## src/rtl/first_fit_block_allocator_defines.svh

```systemverilog
// ----------------------------------------------------------------------------
// First-fit block allocator assertion macros
// Shared macros for the concurrent checks of the allocator. They sample on
// clk and stay quiet while arst_n is asserted.
// ----------------------------------------------------------------------------
`ifndef FIRST_FIT_BLOCK_ALLOCATOR_DEFINES_SVH
`define FIRST_FIT_BLOCK_ALLOCATOR_DEFINES_SVH

// The consequent must hold in the same cycle as the antecedent.
`define FFBA_ASSERT_NOW(lbl, ante, cons, msg) \
	lbl: assert property (@(posedge clk) disable iff (!arst_n) (ante) |-> (cons)) \
		else $error(msg);

// The consequent must hold in the cycle after the antecedent.
`define FFBA_ASSERT_NEXT(lbl, ante, cons, msg) \
	lbl: assert property (@(posedge clk) disable iff (!arst_n) (ante) |=> (cons)) \
		else $error(msg);

`endif

```

## src/rtl/ffba_pkg.sv

```systemverilog
// ----------------------------------------------------------------------------
// First-fit block allocator package
// Field widths, operation and status codes, controller states and the
// command and status bundles between controller and datapath.
// ----------------------------------------------------------------------------
package ffba_pkg;

	// Field widths of the request and the response.
	localparam int REQ_W       = 11;
	localparam int ADDR_IN_W   = 11;
	localparam int START_W     = 10;
	localparam int LEN_W       = REQ_W;
	localparam int HEAP_BLOCKS_DEF = 1024;

	typedef enum logic {
		OP_ALLOC = 1'b0,
		OP_FREE  = 1'b1
	} op_t;

	typedef enum logic [1:0] {
		ST_OK     = 2'd0,
		ST_ZERO   = 2'd1,
		ST_NOFIT  = 2'd2,
		ST_BADADR = 2'd3
	} status_t;

	typedef enum logic [2:0] {
		S_CLEAR,
		S_IDLE,
		S_DECIDE,
		S_SCAN,
		S_MARK,
		S_LEN_CHK,
		S_RELEASE,
		S_RESP
	} state_t;

	// Commands from the controller to the datapath.
	typedef struct packed {
		logic    load;
		logic    clr_step;
		logic    scan_start;
		logic    scan_step;
		logic    mark_step;
		logic    len_rd;
		logic    len_clear;
		logic    rel_step;
		logic    res_load;
		status_t res_status;
		logic    res_grant;
	} cmd_t;

	// Status from the datapath to the controller.
	typedef struct packed {
		logic is_free;
		logic zero;
		logic too_big;
		logic bad_addr;
		logic hit;
		logic scan_last;
		logic mark_last;
		logic len_zero;
		logic rel_last;
		logic clr_last;
	} sts_t;

endpackage

```

## src/rtl/ffba_ctrl.sv

```systemverilog
// ----------------------------------------------------------------------------
// Allocator controller
// State machine that sequences the clearing pass, the first-fit scan, the
// marking and releasing sweeps and the hand-off to the response register.
// ----------------------------------------------------------------------------
module ffba_ctrl
	import ffba_pkg::*;
(
	input  logic clk,
	input  logic arst_n,
	input  logic req_valid,
	output logic req_ready,
	input  logic rsp_ready,
	output logic rsp_valid,
	input  sts_t sts,
	output cmd_t cmd
);

	state_t  state_q, state_d;
	status_t res_st_q, res_st_d;
	logic    grant_q, grant_d;
	logic    out_valid_q;

	// Next state and the pending result code.
	always_comb begin
		state_d  = state_q;
		res_st_d = res_st_q;
		grant_d  = grant_q;
		unique case (state_q)
			S_CLEAR: begin
				if (sts.clr_last) state_d = S_IDLE;
			end
			S_IDLE: begin
				if (req_valid) state_d = S_DECIDE;
			end
			S_DECIDE: begin
				grant_d = 1'b0;
				if (sts.is_free) begin
					if (sts.bad_addr) begin
						res_st_d = ST_BADADR;
						state_d  = S_RESP;
					end else begin
						state_d = S_LEN_CHK;
					end
				end else if (sts.zero) begin
					res_st_d = ST_ZERO;
					state_d  = S_RESP;
				end else if (sts.too_big) begin
					res_st_d = ST_NOFIT;
					state_d  = S_RESP;
				end else begin
					state_d = S_SCAN;
				end
			end
			S_SCAN: begin
				if (sts.hit) begin
					state_d = S_MARK;
				end else if (sts.scan_last) begin
					res_st_d = ST_NOFIT;
					state_d  = S_RESP;
				end
			end
			S_MARK: begin
				if (sts.mark_last) begin
					res_st_d = ST_OK;
					grant_d  = 1'b1;
					state_d  = S_RESP;
				end
			end
			S_LEN_CHK: begin
				if (sts.len_zero) begin
					res_st_d = ST_BADADR;
					state_d  = S_RESP;
				end else begin
					state_d = S_RELEASE;
				end
			end
			S_RELEASE: begin
				if (sts.rel_last) begin
					res_st_d = ST_OK;
					state_d  = S_RESP;
				end
			end
			S_RESP: begin
				if (!out_valid_q || rsp_ready) state_d = S_IDLE;
			end
			default: state_d = S_CLEAR;
		endcase
	end

	// Commands to the datapath.
	always_comb begin
		cmd            = '0;
		cmd.res_status = res_st_q;
		cmd.res_grant  = grant_q;
		req_ready      = 1'b0;
		unique case (state_q)
			S_CLEAR:   cmd.clr_step = 1'b1;
			S_IDLE: begin
				req_ready = 1'b1;
				cmd.load  = req_valid;
			end
			S_DECIDE: begin
				cmd.len_rd     = sts.is_free && !sts.bad_addr;
				cmd.scan_start = !sts.is_free && !sts.zero && !sts.too_big;
			end
			S_SCAN:    cmd.scan_step = 1'b1;
			S_MARK:    cmd.mark_step = 1'b1;
			S_LEN_CHK: cmd.len_clear = !sts.len_zero;
			S_RELEASE: cmd.rel_step  = 1'b1;
			S_RESP:    cmd.res_load  = !out_valid_q || rsp_ready;
			default:   cmd = '0;
		endcase
	end

	// State and response valid registers.
	always_ff @(posedge clk or negedge arst_n) begin
		if (!arst_n) begin
			state_q     <= S_CLEAR;
			res_st_q    <= ST_OK;
			grant_q     <= 1'b0;
			out_valid_q <= 1'b0;
		end else begin
			state_q  <= state_d;
			res_st_q <= res_st_d;
			grant_q  <= grant_d;
			if (cmd.res_load) begin
				out_valid_q <= 1'b1;
			end else if (rsp_ready) begin
				out_valid_q <= 1'b0;
			end
		end
	end

	assign rsp_valid = out_valid_q;

endmodule

```

## config.mk

```make
export PLATFORM = sky130hd
export DESIGN_NAME = ffba_ctrl
export DESIGN_NICKNAME = d
export VERILOG_FILES = /design/src/rtl/first_fit_block_allocator_defines.svh /design/src/rtl/ffba_pkg.sv /design/src/rtl/ffba_ctrl.sv
export SDC_FILE = /design/constraint.sdc
export NUM_CORES = 1
export LEC_CHECK = 0
export BUFFER_PORTS_ARGS = -buffer_cell sky130_fd_sc_hd__buf_4
export CAP_MARGIN = 40
export CORE_MARGIN = 5
export CORE_UTILIZATION = 41
export DETAILED_ROUTE_END_ITERATION = 8
export GPL_TIMING_DRIVEN = 0
export PLACE_DENSITY_LB_ADDON = 0.05
export SLEW_MARGIN = 20
export SYNTH_ARGS = -nofsm -noshare
export SYNTH_HDL_FRONTEND = slang
export SYNTH_SLANG_ARGS = --single-unit
```

## constraint.sdc

```tcl
create_clock -name clk -period 1.69 [get_ports clk]
set_input_delay 0.338 -clock clk [delete_from_list [all_inputs] [get_ports clk]]
set_output_delay 0.338 -clock clk [all_outputs]
set_load 0.02 [all_outputs]
```

==> Word level (Yosys, flattened, before mapping) <==
Cells that the tools add are included.
{ "word_totals": {"ff_bits": 7, "input_bits": 14, "output_inout_bits": 14, "wordCells": 76} }
{ "op_classes": {"eq_ne": 18, "muxes": 37, "reduce_logical": 17} }
{ "ops": {"columns": ["cell", "n"], "rows": [
  ["3-bit two-way mux", 10],
  ["3-bit case mux with 8 select lines", 1],
  ["2-bit two-way mux", 10],
  ["2-bit inequality test (second input constant)", 8],
  ["1-bit two-way mux", 14],
  ["3-bit == test (second input constant)", 4],
  ["2-bit case mux with 5 select lines", 1],
  ["8-bit AND reduction", 1],
  ["3-bit by 2-bit == test with 1-bit output (second input constant)", 2],
  ["1-bit logical NOT", 6],
  ["3-bit inequality test (second input constant)", 2],
  ["6-bit AND reduction", 1],
  ["5-bit nonzero test", 1],
  ["4-bit inequality test (second input constant)", 1],
  ["2-bit nonzero test", 2],
  ["3-bit by 1-bit == test with 1-bit output (second input constant)", 1],
  ["1-bit logical AND", 3],
  ["3-bit logical NOT", 1],
  ["1-bit case mux with 2 select lines", 1],
  ["2-bit AND reduction", 1],
  ["1-bit logical OR", 1]
]} }

==> Logic depth before layout (Yosys ltp) <==
{ "depth": {"word_depth": 4, "depth_mapped": 5, "depth_no_buf": 4} }

==> Worst setup path after synthesis <==
Ideal clock, no wire load.
{ "synth_timing": {"path_kind": "reg2out", "from": "reg state_q[0]", "to": "out cmd[11] (netlist bit)", "arrival_time_ns": 1.643, "required_time_ns": 1.352, "path_slack_ns": -0.291, "path_stages_with_launch": 6, "path_buffers": 2, "cell_sequence": "dfrtp_1 > buf_6 > clkbuf_1 > inv_1 > nor3_1 > and2_1"} }
{ "synth_rtl": {"columns": ["element", "line", "text"], "rows": [
  ["start, declared", "ffba_ctrl.sv:19", "state_t state_q, state_d;"],
  ["start signal, assigned", "ffba_ctrl.sv:124", "state_q <= state_d;"],
  ["end, declared", "ffba_ctrl.sv:16", "output cmd_t cmd"]
]} }

==> flow_results.org <==
** Critical path
- Number of cells on the worst reg-to-reg path :: 6
- Worst R2R Setup Slack :: -0.05 ns
- The critical path is of the reg -> out type.
- Critical path arrival :: 1.47 ns
- Largest fanout on the critical path :: 4
- Among all stages on the critical path, the largest delay is contributed by or3b_4.
- Element type at the critical path end :: primary output
- Kind of cell adding the most delay to the critical path :: simple AND/OR/NAND/NOR gates
- Sequence of cells on the critical path :: buf_6 > or3b_4 > nor4_4 > buf_4
- Kind of start point of the critical path :: flip-flop
- The worst register-to-register path begins at state_q[0]$_DFFE_PN0P_.
- In this run the critical register-to-register path is captured at res_st_q[1]$_DFFE_PN0P_.
- CP Data Required Time :: 1.35 ns
- Delay contributed by the slowest stage of the critical path :: 0.42 ns
- Buffers plus inverters on the worst setup path :: 2

** Power
- Leakage power :: 0.000514 uW
- Dividing total power by cell area gives a power density of 1890 nW/um2.
- Across the VDD grid, the largest voltage drop is 0.990 mV.

** Synth
- YS warnings :: 0
- After synthesis, the share of cell area in mux cells is 10.5%.
- Leading post-synthesis cells by cell area :: dfrtp_1 (27%), buf_6 (5.3%), mux2i_1 (4.7%)
- The number of nets in the synthesized netlist is 88.
- Number of synthesized register bits :: 7
- Dominant combinational cell family by area after synthesis :: compound AO/OA/AOI/OAI gates
- The share of the Yosys chip area taken by registers is 27.3%.
- The synthesized netlist devotes 23.8% of its cell area to simple gates.
- Area of the mapped netlist :: 641 um2
- The synthesized netlist devotes 26.0% of its cell area to compound gates.
- Synthesis produced a netlist whose cell count is 74.
- Portion of synthesized cell area occupied by the leading cell type :: 27.3%
- Dividing the synthesized area by the synthesized cell count gives 8.66 um2.
- Of the total synthesized cell area, the portion taken by XOR and XNOR cells is 0%.
- Biggest area consumer among synthesized cells :: dfrtp_1
- Yosys mapped the design onto 32 distinct sky130hd cell types.
- Adder and majority gate portion of the synthesized area :: 0%

** Timing
- Clock skew on the completed layout was measured at 0.0102 ns.
- Number of failing setup endpoints in the final timing report :: 5
- For the pin with the worst max-slew slack, the measured transition is 0.325 ns.
- The number of max-slew violations in the final report came to 0.
- Worst hold slack across all endpoints :: 0.329 ns
- Worst slew margin relative to its limit :: 78.3%
- Unrepaired setup endpoints after global routing :: yes
- Once routing completed, OpenROAD measured the worst setup slack at -0.119 ns.
- After layout, the minimum clock period comes to 1.81 ns.
- Period utilization :: 107%
- Static timing analysis puts the maximum clock frequency at 0.553 GHz.
- Number of failing hold endpoints at the final stage :: 0

** Layout
- The final layout contains 132 nets.
- The number of antenna diodes in the final layout is 0.
- For this run, the number of standard cells in the final layout without fillers is 133.
- From synthesis to final layout, the design area changed by 65.8%.
- The post-route netlist has 55.6% of its cells at a drive strength greater than 1.

** GRT
- Largest net degree at the start of global routing :: 11
- The initial antenna violation count was 0.
- The via count of the first global-routing pass is 663.
- For this run the aggregate overflow at the end of global routing stands at 0.
- Across every metal layer, demand over resource in global routing totals 15.0%.
- The first global-routing pass estimated 2.93 mm of wire.

** Outcome
- The flow ran to the end, but the final reports show violations.
- Violated checks :: setup timing

** Routing
- Wire length reported by the detailed router :: 1.73 mm
- Once detail routing completed, the nets flagged for antenna violations numbered 0.
- Final routed DRC violation total :: 0
- The pre-antenna-repair detailed-routing pass consisted of 6 iterations.
- Via-per-instance ratio :: 5.31
- 1st-iter DRT viols :: 14
- WL/cell :: 13.0 um
- Detailed-route via count :: 706

** Clock tree
- Sink Count :: 7
- Clock Root Buffer :: clkbuf_4
- TritonCTS Buffers :: 3
- Clock latency on the worst-skew pair, taken at its later pin, is 0.26 ns.
- Clock H-tree levels :: 1
- TritonCTS built the clock tree.
- After clock tree synthesis, the clock-pin slew on the worst setup and hold paths is 0.05 ns.
- The clock passes through at most 2 buffers.

** Min path
- Hold Path End :: rsp_valid$_DFFE_PN0P_
- The startpoint identified for the worst hold timing path is rsp_ready.
- Hold Path Class :: in -> reg
- Hold depth :: 2

** Floorplanning
- In this run the horizontal extent of the chip is 49.5 um.
- I/O pin count :: 28
- Measured along the y axis, the die boundary spans 49.5 um.
- The floorplan has 14 rows.
- The total area inside the core boundary comes to 1490 um2.
- Full die area :: 2450 um2
- The initial utilization of the core area, before any placement, comes to 43.0%.

** Placed design
- Sum of net half-perimeters after detailed placement :: 1.32 mm
- Number of I/O port buffers :: 27
- The congestion estimate from routability-driven global placement came to 0.834.
- Count of placed standard cells including taps :: 117

** Run
- Across the run, the number of max-cap violations was 0.
-- Yosys cell counts --
| library cell | n |
|---|---|
| a2111oi_4 | 1 |
| a211o_1 | 1 |
| a21oi_1 | 4 |
| a22o_1 | 2 |
| a22oi_1 | 1 |
| a22oi_4 | 1 |
| and2_1 | 1 |
| and3_1 | 1 |
| and3b_1 | 1 |
| buf_4 | 2 |
| buf_6 | 3 |
| clkbuf_1 | 3 |
| dfrtp_1 | 7 |
| inv_1 | 5 |
| mux2_2 | 2 |
| mux2_4 | 1 |
| mux2i_1 | 3 |
| nand2_1 | 5 |
| nand2b_1 | 4 |
| nand3_1 | 1 |
| nor2_1 | 7 |
| nor2_2 | 1 |
| nor2b_1 | 1 |
| nor3_1 | 2 |
| nor3b_1 | 1 |
| nor4_1 | 1 |
| o211ai_1 | 3 |
| o21ai_0 | 5 |
| o22ai_1 | 1 |
| o32a_1 | 1 |
| or3b_2 | 1 |
| or4_4 | 1 |
-- cell usage in the layout (no fill, tap or decap), drive strengths merged, types with 2 or more instances in the layout --
cell type,instances
nor3,2
a22oi,2
mux2i,3
a22o,2
clkbuf,3
mux2,3
nand2,5
o211ai,3
a21oi,4
inv,5
nor2,8
o21ai,5
dfrtp,7
buf,46
nand2b,4
-- metal layers --
layer	vias to the layer above	wire (um)	share of wire, %	global-route usage, %
met5	-	0	0	0
met2	17	922	53	25.2
met4	0	0	0	2.62
met1	340	711	41	17.8
met3	0	99	5.7	6.33
li1	349	-	-	-
-- through the flow --
| step | power (uW) | cell area (um2) | util [%] | setup TNS (ns) | worst slack, ns |
|---|---|---|---|---|---|
| 6_report | 2010 | 1060 | 71.3 | -0.297 | -0.119 |
| 5_1_grt | 2180 | 1060 | 71.3 | -0.658 | -0.180 |
| 4_1_cts | 1790 | 967 | 65.0 | -0.469 | -0.136 |
| 3_5_place_dp | 1550 | 895 | 60.1 | -0.120 | -0.0745 |
| 3_3_place_gp | 1540 | 895 | 60.1 | -0.105 | -0.0673 |
| 2_1_floorplan | 1220 | 672 | - | -0.0436 | -0.0313 |
-- worst register-to-register path, stage by stage, from the launching register on --
cell and delay, ns:
dfrtp_1 0.37, buf_6 0.13, buf_4 0.14, or4_4 0.43, a22oi_4 0.20, a2111oi_4 0.06
mux2_4 0.31
-- report_power, final --
group	total (uW)	leakage [uW]	internal [uW]	switching, uW
sequential	293	0.0000778	251	41.9
clock	151	0.0000177	86.6	64.9
combinational	1570	0.000418	815	752
-- flip-flops by register name (all words and copies together), names as in the netlist --
signal	count
res_st_q	2
state_q	3
grant_q	1
rsp_valid	1
-- repair_timing --
action | CTS | global route
endpoints found under the setup margin | 8 | 9
hold buffers | 1 | 0
endpoints found under the hold margin | 7 | 0
setup buffers | 3 | 8
pin swaps | 0 | 6
gates resized for setup | 6 | 16
-- logic make-up (layout without fill, tap and decap cells) --
family	count (synthesis)	count (layout)
and+or+nand+nor	28	28
DFF	7	7
muxes	6	6
AOI/OAI and AO/OA	20	20
buffers and inverters	13	56
-- cell type report --
class                      count  area (um2)
buffer                         8        75.1
clock buffer                   3        22.5
clock inverter                 1        5.00
fill                         127         427
inverter                       5        18.8
multi-input combinational     54         439
sequential                     7         175
tap                           16        20.0
timing repair buffer          39         307
-- worst max-delay path by stage --
stage / cells past startpoint / slack (ns) / from / endpoint
floorplan: 5 / -0.03 / state_q[0]$_DFFE_PN0P_ / cmd[11]
global placement: 5 / -0.07 / state_q[1]$_DFFE_PN0P_ / res_st_q[1]$_DFFE_PN0P_
detailed placement: 5 / -0.07 / state_q[1]$_DFFE_PN0P_ / res_st_q[1]$_DFFE_PN0P_
CTS: 4 / -0.14 / state_q[0]$_DFFE_PN0P_ / cmd[9]
global route: 4 / -0.18 / state_q[0]$_DFFE_PN0P_ / cmd[9]
finish: 4 / -0.12 / state_q[2]$_DFFE_PN0P_ / cmd[9]
(Power assumes the default switching activity.)
